**config.mk**
```make
export PLATFORM = sky130hd
export DESIGN_NAME = tone_curve_knot_interpolator_flat
export DESIGN_NICKNAME = d
export VERILOG_FILES = /design/src/rtl/tcki_pkg.sv /design/src/rtl/tcki_if.sv /design/src/rtl/tcki_queue.sv /design/src/rtl/tcki_front.sv /design/src/rtl/tcki_back.sv /design/src/rtl/tone_curve_knot_interpolator.sv /design/src/flat_wrapper.sv
export SDC_FILE = /design/constraint.sdc
export NUM_CORES = 2
export LEC_CHECK = 0
export CAP_MARGIN = 10
export CORE_ASPECT_RATIO = 0.7
export CORE_MARGIN = 2
export CORE_UTILIZATION = 56
export CTS_CLUSTER_SIZE = 14
export DETAILED_ROUTE_END_ITERATION = 8
export DONT_BUFFER_PORTS = 1
export PLACE_DENSITY = 0.71
export SYNTH_ARGS = -nofsm -noshare
export SYNTH_HDL_FRONTEND = slang
export SYNTH_SLANG_ARGS = --single-unit
```
**constraint.sdc**
```tcl
create_clock -name clk -period 14.1 [get_ports clk]
set_input_delay 0.705 -clock clk [delete_from_list [all_inputs] [get_ports clk]]
set_output_delay 0.705 -clock clk [all_outputs]
set_load 0.005 [all_outputs]
```
**src/rtl/tcki_pkg.sv**
```systemverilog
// Package for the tone curve knot interpolator: widths, knot reset ramp,
// queue entry type. No dependencies.
`default_nettype none
package tcki_pkg;
  localparam int FRAC_BITS = 16;
  localparam int KNOTS     = 9;
  localparam int VW        = FRAC_BITS + 1;          // value width
  localparam int KIW       = 4;                      // knot_index field width
  localparam int IW        = $clog2(KNOTS);          // table index width
  localparam int BW        = VW + 2;                 // signed base / multiplicand
  localparam int MAW       = BW;
  localparam int MBW       = VW + 1;                 // signed multiplier
  localparam int PW        = MAW + MBW;              // product width
  localparam int DW        = VW;                     // divisor width
  localparam int CW        = $clog2(PW + 1);         // divide step counter
  localparam int QD        = 2;                      // queue depth
  localparam int QAW       = $clog2(QD);
  localparam logic [VW-1:0] ONE = VW'(1) << FRAC_BITS;

  localparam logic OP_MAP   = 1'b0;
  localparam logic OP_WRITE = 1'b1;

  // identity ramp used as the knot reset value
  function automatic logic [VW-1:0] knot_reset(input int idx);
    longint r;
    begin
      r = (longint'(idx) * (longint'(1) << FRAC_BITS)) / (KNOTS - 1);
      knot_reset = r[VW-1:0];
    end
  endfunction

  // one map request: mapped = sat(base + (ma * mb) / den)
  typedef struct packed {
    logic signed [BW-1:0]  base;
    logic signed [MAW-1:0] ma;
    logic signed [MBW-1:0] mb;
    logic        [DW-1:0]  den;
  } op_t;
endpackage
`default_nettype wire

```
**src/rtl/tcki_if.sv**
```systemverilog
// Handshake channel interfaces for the tone curve knot interpolator.
// Depends on tcki_pkg.
`default_nettype none
interface tcki_in_if;
  logic                    valid;
  logic                    ready;
  logic                    opcode;
  logic [tcki_pkg::KIW-1:0] knot_index;
  logic [tcki_pkg::VW-1:0] knot_x;
  logic [tcki_pkg::VW-1:0] knot_y;
  logic [tcki_pkg::VW-1:0] sample;
  modport source (output valid, opcode, knot_index, knot_x, knot_y, sample, input ready);
  modport sink   (input valid, opcode, knot_index, knot_x, knot_y, sample, output ready);
endinterface

interface tcki_out_if;
  logic                    valid;
  logic                    ready;
  logic [tcki_pkg::VW-1:0] mapped;
  modport source (output valid, mapped, input ready);
  modport sink   (input valid, mapped, output ready);
endinterface
`default_nettype wire

```
**src/rtl/tcki_queue.sv**
```systemverilog
// Two-entry request queue between the front and back parts.
// Depends on tcki_pkg.
`default_nettype none
module tcki_queue (
  input  wire logic         clk,
  input  wire logic         rst_n,
  input  wire logic         push,
  input  tcki_pkg::op_t     push_data,
  output logic              full,
  input  wire logic         pop,
  output logic              not_empty,
  output tcki_pkg::op_t     pop_data
);
  tcki_pkg::op_t              mem_r [tcki_pkg::QD];
  logic [tcki_pkg::QAW-1:0]   wptr_r, wptr_nxt, rptr_r, rptr_nxt;
  logic [tcki_pkg::QAW:0]     cnt_r, cnt_nxt;
  logic                       do_push, do_pop;

  assign full      = (cnt_r == (tcki_pkg::QAW+1)'(tcki_pkg::QD));
  assign not_empty = (cnt_r != '0);
  assign do_push   = push && !full;
  assign do_pop    = pop && not_empty;
  assign pop_data  = mem_r[rptr_r];

  // pointer and count update
  always_comb begin
    wptr_nxt = do_push ? wptr_r + 1'b1 : wptr_r;
    rptr_nxt = do_pop  ? rptr_r + 1'b1 : rptr_r;
    cnt_nxt  = cnt_r + (tcki_pkg::QAW+1)'(do_push) - (tcki_pkg::QAW+1)'(do_pop);
  end

  always_ff @(posedge clk) begin
    if (!rst_n) begin
      wptr_r <= '0;
      rptr_r <= '0;
      cnt_r  <= '0;
    end else begin
      wptr_r <= wptr_nxt;
      rptr_r <= rptr_nxt;
      cnt_r  <= cnt_nxt;
    end
  end

  // storage
  always_ff @(posedge clk) begin
    if (do_push) begin
      mem_r[wptr_r] <= push_data;
    end
  end
endmodule
`default_nettype wire

```
**src/rtl/tcki_front.sv**
```systemverilog
// Front part: knot table, request classification, segment search and
// operand selection. Depends on tcki_pkg and tcki_if.
`default_nettype none
module tcki_front (
  input  wire logic     clk,
  input  wire logic     rst_n,
  tcki_in_if.sink       in_ch,
  input  wire logic     q_full,
  output logic          q_push,
  output tcki_pkg::op_t q_data
);
  localparam int K = tcki_pkg::KNOTS;

  logic [tcki_pkg::VW-1:0] kx_r [K];
  logic [tcki_pkg::VW-1:0] ky_r [K];
  logic                    accept, wr_en;
  logic [K-1:0]            le;
  logic                    found;
  logic [tcki_pkg::IW-1:0] sel, sel_m1;
  logic signed [tcki_pkg::BW-1:0] v, x0, y0, xl, yl, xa, ya, xb, yb, lo, hi, dd;

  assign in_ch.ready = !q_full;
  assign accept      = in_ch.valid && in_ch.ready;
  assign wr_en       = accept && (in_ch.opcode == tcki_pkg::OP_WRITE) &&
                       (in_ch.knot_index < tcki_pkg::KIW'(K));
  assign q_push      = accept && (in_ch.opcode == tcki_pkg::OP_MAP);

  // knot table
  always_ff @(posedge clk) begin
    if (!rst_n) begin
      for (int i = 0; i < K; i++) begin
        kx_r[i] <= tcki_pkg::knot_reset(i);
        ky_r[i] <= tcki_pkg::knot_reset(i);
      end
    end else if (wr_en) begin
      kx_r[in_ch.knot_index[tcki_pkg::IW-1:0]] <= in_ch.knot_x;
      ky_r[in_ch.knot_index[tcki_pkg::IW-1:0]] <= in_ch.knot_y;
    end
  end

  // first segment whose upper knot is at or above the sample
  always_comb begin
    le[0] = 1'b0;
    for (int i = 1; i < K; i++) begin
      le[i] = (in_ch.sample <= kx_r[i]);
    end
    found = |le;
    sel   = tcki_pkg::IW'(1);
    for (int i = K - 1; i >= 1; i--) begin
      if (le[i]) sel = tcki_pkg::IW'(i);
    end
    sel_m1 = sel - 1'b1;
  end

  // operand selection
  always_comb begin
    v  = $signed({2'b00, in_ch.sample});
    x0 = $signed({2'b00, kx_r[0]});
    y0 = $signed({2'b00, ky_r[0]});
    xl = $signed({2'b00, kx_r[K-1]});
    yl = $signed({2'b00, ky_r[K-1]});
    xa = $signed({2'b00, kx_r[sel_m1]});
    ya = $signed({2'b00, ky_r[sel_m1]});
    xb = $signed({2'b00, kx_r[sel]});
    yb = $signed({2'b00, ky_r[sel]});
    lo = ya - xa;
    hi = yb - xb;
    dd = '0;
    q_data = '0;
    priority if (v <= x0) begin
      q_data.base = '0;
      q_data.ma   = y0;
      q_data.mb   = v[tcki_pkg::MBW-1:0];
      q_data.den  = (x0 < 1) ? tcki_pkg::DW'(1) : x0[tcki_pkg::DW-1:0];
    end else if (v >= xl) begin
      dd          = $signed({2'b00, tcki_pkg::ONE}) - xl;
      q_data.base = yl;
      q_data.ma   = $signed({2'b00, tcki_pkg::ONE}) - yl;
      q_data.mb   = tcki_pkg::MBW'(v - xl);
      q_data.den  = (dd < 1) ? tcki_pkg::DW'(1) : dd[tcki_pkg::DW-1:0];
    end else if (found) begin
      dd          = xb - xa;
      q_data.base = v + lo;
      q_data.ma   = hi - lo;
      q_data.mb   = tcki_pkg::MBW'(v - xa);
      q_data.den  = (dd < 1) ? tcki_pkg::DW'(1) : dd[tcki_pkg::DW-1:0];
    end else begin
      // fallback, last knot y; not reached, as the last knot lies above the sample here
      q_data.base = yl;
      q_data.ma   = '0;
      q_data.mb   = '0;
      q_data.den  = tcki_pkg::DW'(1);
    end
  end
endmodule
`default_nettype wire

```
**src/rtl/tcki_back.sv**
```systemverilog
// Back part: multiply, bit-serial divide, saturate and output register.
// Depends on tcki_pkg and tcki_if.
`default_nettype none
module tcki_back (
  input  wire logic     clk,
  input  wire logic     rst_n,
  input  wire logic     q_not_empty,
  input  tcki_pkg::op_t q_data,
  output logic          q_pop,
  tcki_out_if.source    out_ch
);
  localparam int PW = tcki_pkg::PW;
  localparam int DW = tcki_pkg::DW;
  localparam int VW = tcki_pkg::VW;

  typedef enum logic [3:0] {
    ST_IDLE = 4'b0001,
    ST_MUL  = 4'b0010,
    ST_DIV  = 4'b0100,
    ST_DONE = 4'b1000
  } state_t;

  state_t                    state_r, state_nxt;
  tcki_pkg::op_t             op_r;
  logic signed [PW-1:0]      prod;
  logic                      neg_r;
  logic [DW:0]               rem_r, rem_nxt, trial;
  logic [PW-1:0]             quo_r, quo_nxt;
  logic [tcki_pkg::CW-1:0]   cnt_r, cnt_nxt;
  logic signed [PW:0]        qs, sum;
  logic [VW-1:0]             sat;
  logic                      out_free, load_out;
  logic                      out_valid_r;
  logic [VW-1:0]             mapped_r;

  assign out_free = !out_valid_r || out_ch.ready;
  assign q_pop    = (state_r == ST_IDLE) && q_not_empty;
  assign load_out = (state_r == ST_DONE) && out_free;
  assign prod     = $signed(op_r.ma) * $signed(op_r.mb);

  // one quotient bit per step
  always_comb begin
    trial = {rem_r[DW-1:0], quo_r[PW-1]};
    if (trial >= {1'b0, op_r.den}) begin
      rem_nxt = trial - {1'b0, op_r.den};
      quo_nxt = {quo_r[PW-2:0], 1'b1};
    end else begin
      rem_nxt = trial;
      quo_nxt = {quo_r[PW-2:0], 1'b0};
    end
  end

  // sign, offset, saturation
  always_comb begin
    qs  = neg_r ? -$signed({1'b0, quo_r}) : $signed({1'b0, quo_r});
    sum = qs + (PW+1)'(op_r.base);
    if (sum < 0) begin
      sat = '0;
    end else if (sum > $signed({{(PW+1-VW){1'b0}}, tcki_pkg::ONE})) begin
      sat = tcki_pkg::ONE;
    end else begin
      sat = sum[VW-1:0];
    end
  end

  // sequencer
  always_comb begin
    state_nxt = state_r;
    cnt_nxt   = cnt_r;
    unique case (state_r)
      ST_IDLE: if (q_not_empty) state_nxt = ST_MUL;
      ST_MUL: begin
        state_nxt = ST_DIV;
        cnt_nxt   = '0;
      end
      ST_DIV: begin
        cnt_nxt = cnt_r + 1'b1;
        if (cnt_r == tcki_pkg::CW'(PW - 1)) state_nxt = ST_DONE;
      end
      ST_DONE: if (out_free) state_nxt = ST_IDLE;
      default: state_nxt = ST_IDLE;
    endcase
  end

  always_ff @(posedge clk) begin
    if (!rst_n) begin
      state_r     <= ST_IDLE;
      cnt_r       <= '0;
      out_valid_r <= 1'b0;
    end else begin
      state_r <= state_nxt;
      cnt_r   <= cnt_nxt;
      if (load_out) begin
        out_valid_r <= 1'b1;
      end else if (out_ch.ready) begin
        out_valid_r <= 1'b0;
      end
    end
  end

  // datapath registers
  always_ff @(posedge clk) begin
    if (q_pop) op_r <= q_data;
    if (state_r == ST_MUL) begin
      neg_r <= prod[PW-1];
      quo_r <= prod[PW-1] ? PW'(-prod) : PW'(prod);
      rem_r <= '0;
    end else if (state_r == ST_DIV) begin
      quo_r <= quo_nxt;
      rem_r <= rem_nxt;
    end
    if (load_out) mapped_r <= sat;
  end

  assign out_ch.valid  = out_valid_r;
  assign out_ch.mapped = mapped_r;
endmodule
`default_nettype wire

```
**src/rtl/tone_curve_knot_interpolator.sv**
```systemverilog
// Channel    | Dir | Payload
// in_ch      | in  | opcode, knot_index, knot_x, knot_y, sample
// out_ch     | out | mapped (one per map request, none per knot write)
//
// A knot write is taken at the front and does not enter the queue. A map request
// passes in the back through one pop, one multiply, 37 divide steps of the bit-serial
// divider and one saturate and load; the divider sets the rate unless the output stalls.
// The two-entry queue lets the front take requests while the back works.
// Synchronous active-low reset restores the identity knot ramp.
`default_nettype none
module tone_curve_knot_interpolator (
  input wire logic clk,
  input wire logic rst_n,
  tcki_in_if.sink    in_ch,
  tcki_out_if.source out_ch
);
  tcki_pkg::op_t push_data, pop_data;
  logic          q_full, q_push, q_pop, q_not_empty;

  tcki_front u_front (
    .clk(clk), .rst_n(rst_n), .in_ch(in_ch),
    .q_full(q_full), .q_push(q_push), .q_data(push_data)
  );

  tcki_queue u_queue (
    .clk(clk), .rst_n(rst_n), .push(q_push), .push_data(push_data),
    .full(q_full), .pop(q_pop), .not_empty(q_not_empty), .pop_data(pop_data)
  );

  tcki_back u_back (
    .clk(clk), .rst_n(rst_n), .q_not_empty(q_not_empty), .q_data(pop_data),
    .q_pop(q_pop), .out_ch(out_ch)
  );
endmodule
`default_nettype wire

```
**src/flat_wrapper.sv**
```systemverilog
// flat-port wrapper written by rule: the top's interface ports become plain ports
module tone_curve_knot_interpolator_flat 
  (clk, rst_n, in_ch_valid, in_ch_opcode, in_ch_knot_index, in_ch_knot_x, in_ch_knot_y, in_ch_sample, in_ch_ready, out_ch_valid, out_ch_mapped, out_ch_ready);
  tcki_in_if in_ch_i ();
  tcki_out_if out_ch_i ();
  input wire logic clk;
  input wire logic rst_n;
  input wire logic [$bits(in_ch_i.valid)-1:0] in_ch_valid;
  input wire logic [$bits(in_ch_i.opcode)-1:0] in_ch_opcode;
  input wire logic [$bits(in_ch_i.knot_index)-1:0] in_ch_knot_index;
  input wire logic [$bits(in_ch_i.knot_x)-1:0] in_ch_knot_x;
  input wire logic [$bits(in_ch_i.knot_y)-1:0] in_ch_knot_y;
  input wire logic [$bits(in_ch_i.sample)-1:0] in_ch_sample;
  output wire logic [$bits(in_ch_i.ready)-1:0] in_ch_ready;
  output wire logic [$bits(out_ch_i.valid)-1:0] out_ch_valid;
  output wire logic [$bits(out_ch_i.mapped)-1:0] out_ch_mapped;
  input wire logic [$bits(out_ch_i.ready)-1:0] out_ch_ready;
  assign in_ch_i.valid = in_ch_valid;
  assign in_ch_i.opcode = in_ch_opcode;
  assign in_ch_i.knot_index = in_ch_knot_index;
  assign in_ch_i.knot_x = in_ch_knot_x;
  assign in_ch_i.knot_y = in_ch_knot_y;
  assign in_ch_i.sample = in_ch_sample;
  assign in_ch_ready = in_ch_i.ready;
  assign out_ch_valid = out_ch_i.valid;
  assign out_ch_mapped = out_ch_i.mapped;
  assign out_ch_i.ready = out_ch_ready;
  tone_curve_knot_interpolator u_core (.clk(clk), .rst_n(rst_n), .in_ch(in_ch_i), .out_ch(out_ch_i));
endmodule
```
==> flow_summary_export.csv <==
group,metric,value,unit
global_routing,antenna_found_initial,13,
floorplanning,fp.dieW,391,µm
synthesis,synth_area_leaders,"edfxtp_1 (34%), fa_1 (12%), ha_1 (8.8%)",
setup_path,arrival,10.50,ns
global_routing,grt_max_degree,161,
sta,final_hold_viol_count,0,
global_routing,grt_pass1_wl,279,mm
clock_tree,cts_made_buffers,74,
detailed_routing,wl_per_cell,25.3,µm
clock_tree,cts-root-buf,"clkbuf_16",
clock_tree,cts_tree,"built",
global_routing,grt_pass1_vias,43700,
floorplanning,pin_count,79,
global_routing,grt-ovfl-total,0,
detailed_routing,viasPerCell,6.29,
global_routing,grt_usage,34.6,%
sta,fin_crit,10.03,ns
job,drv_cap,0,
synthesis,synth_edf_count,672,
synthesis,synth_top_area_cell,"edfxtp_1",
clock_tree,cts_hold_buf,0,
clock_tree,clock_path_buffers,3,
clock_tree,cts-htree-levels,3,
detailed_routing,ant_nets,0,
synthesis,avgSynthCellArea,9.97,µm²
clock_tree,cts_setup_buffers,0,
synthesis,ys_types,86,
sta,worst_pin_slew,1.21,ns
run_status,status,"finished clean",
hold_path,min_path_type,"in -> reg",
detailed_routing,drc,0,
place,dpl.hpwl,140,mm
cells_and_area,layout_commonest_cell,"edfxtp_1",
sta,relSlewSlack,19.5,%
cells_and_area,final_nets,6684,
setup_path,cp.required,14.57,ns
floorplanning,dieArea,108000,µm²
floorplanning,fp.coreArea,104000,µm²
setup_path,crit_path_start_kind,"flip-flop",
sta,setup_viol,0,
clock_tree,insertion_delay,0.67,ns
sta,skew,0.0307,ns
synthesis,synth.top_cell.area_share,34.3,%
sta,fin_setup_tns,0,ns
place,io_buffers,0,
place,gp_congestion,1.01,
detailed_routing,routed-via-count,46100,
synthesis,yosysWarnings,0,
synthesis,async_flop_share,0,%
clock_tree,clkTransAtPathRegs,0.06,ns
detailed_routing,drtIter0Drc,5899,
synthesis,yosysSeqAreaShare,35.4,%
cells_and_area,mostFrequentLayoutCells,"edfxtp_1 (672), inv_1 (600), nand2_1 (538)",
detailed_routing,first_pass_iters,6,
detailed_routing,drt_wl_total,185,mm
cells_and_area,fillers,8710,
setup_path,path_max_fanout,52,
floorplanning,rows,99,
cells_and_area,antenna_cells,0,
setup_path,path_class,"reg -> reg",
floorplanning,die_y,275,µm
cells_and_area,final_layout_size_suffix_gt1_share,6.38,%
sta,grt_setup_unrepaired,"no",
setup_path,cp-end-kind,"flip-flop",
clock_tree,cts_sinks,704,
synthesis,syn_area,58900,µm²
sta,max_freq,99.7,MHz
synthesis,synth-seq-cells,704,
synthesis,synthFlopType,"edfxtp_1",
sta,min_period_over_period,71.2,%
floorplanning,start_util,56.5,%
synthesis,synthCells,5901,
clock_tree,cts_resized,0,
sta,drv_slew,0,
cells_and_area,syn2layout_area_growth,7.19,%
worst paths after layout:
path                                                 start                     endpoint  slack, ns  cells past startpoint
worst min register to register      u_core.u_back.rem_r[4]       u_core.u_back.rem_r[4]       0.50                      2
worst min-delay path                      in_ch_knot_y[13]  u_core.u_front.ky_r[10][13]       0.12                      0
worst max register to register  u_core.u_front.kx_r[8][13]   u_core.u_queue.mem_r[0][0]       4.07                     27
worst max-delay path            u_core.u_front.kx_r[8][13]   u_core.u_queue.mem_r[0][0]       4.07                     27
flip-flops by register name, indices dropped and copies added (netlist names), 2 cells and up:
register	flops
u_core.u_front.kx_r	202
u_core.u_back.rem_r	17
u_core.u_front.ky_r	196
u_core.u_back.out_ch.mapped	17
u_core.u_queue.cnt_r	2
u_core.u_back.quo_r	37
u_core.u_queue.mem_r	146
u_core.u_back.cnt_r	6
u_core.u_back.state_r	4
u_core.u_back.op_r	73
synthesized netlist by cell type, types with 15 or more instances:
cell       count
and2_1       417
edfxtp_1     672
and3_1        29
o2bb2ai_1     34
nor2b_1       42
or3_1         51
o211ai_1     125
nand4_1       45
buf_1         25
a21oi_1      299
a211o_1       23
clkbuf_1     246
or2_2         16
a41oi_1       18
o21bai_1      31
o31ai_1       23
o22ai_1       40
ha_1         413
nand2_1      538
xnor2_1      187
fa_1         354
dfxtp_1       32
mux2_2        92
a221o_1       35
a22oi_1       28
a31o_2        27
mux2i_1      185
nand2b_1      63
a21o_1       118
nor4_1        27
nor2_1       286
o21ai_0      218
a211oi_1      35
nor3_1        98
xor2_1        70
o41ai_1       15
a31oi_1       61
nand3_1       66
inv_1        600
o21a_1        32
cells by family (layout without fill, tap and decap cells):
kind of cell               after synthesis  count (layout)  share of synthesized area (%)
muxes                                  277             277                           4.91
xor gates and xnor gates               258             258                           3.85
buffers and inverters                  882             803                           5.66
other                                    1              92                        0.00637
and+or+nand+nor                       1751            1751                           15.0
DFF                                    704             704                           35.4
AOI/OAI and AO/OA                     1261            1261                           14.4
adders and majority gates              767             767                           20.8
routing by layer:
metal	part of all wire (%)	wire length [µm]	global-route usage, %	vias up
li1	-	-	-	20700
met1	45	84200	54.7	22600
met2	39	71400	46.0	2594
met3	14	25700	10.2	277
met4	2.2	4140	7.50	8
met5	0.029	53	0.130	-
through the flow:
| stage | cell area, µm² | hold slack (ns) | std cells | util [%] | setup WS [ns] |
|---|---|---|---|---|---|
| after detailed placement | 60700 | 0.482 | 7195 | 58.2 | 4.17 |
| final | 63100 | 0.123 | 7327 | 60.6 | 4.07 |
| after CTS | 63100 | 0.0916 | 7327 | 60.6 | 4.39 |
| after floorplan | 59200 | 0.445 | 5992 | - | 6.26 |
| after global routing | 63100 | 0.102 | 7327 | 60.6 | 3.67 |
| after global placement | 60700 | 0.467 | 7195 | 58.2 | 4.33 |
worst max-delay path, stage by stage (launching register included):
cell	delay, ns
edfxtp_1	0.42
inv_1	0.27
ha_1	0.37
and2_1	0.18
a221oi_1	0.37
o21ai_0	0.16
a221oi_1	0.58
a21oi_1	0.21
o21bai_1	0.28
a21o_1	0.18
nand2b_4	0.51
buf_4	0.77
and2_1	0.23
buf_4	0.43
o211ai_1	0.22
a31oi_1	0.53
ha_1	0.34
nor2b_1	0.13
o21ai_0	0.57
and3_1	0.26
nor2_1	0.06
or4b_1	0.52
or4_1	0.43
or3_1	0.32
a2111o_1	0.39
or4_1	0.39
or4_1	0.42
o211ai_1	0.24
area by class of cell:
type	instances	area, µm²	area share [%]
Inverter	600	2250	3.57
Clock inverter	39	413	0.654
Tap cell	1414	1770	2.80
Timing Repair Buffer	71	546	0.865
Sequential cell	704	20800	33.0
Clock buffer	93	2000	3.17
Multi-Input combinational cell	4406	35300	55.9
Power is not shown: default switching activity piles up to over one toggle a cycle in this logic, so the estimate is an artifact.
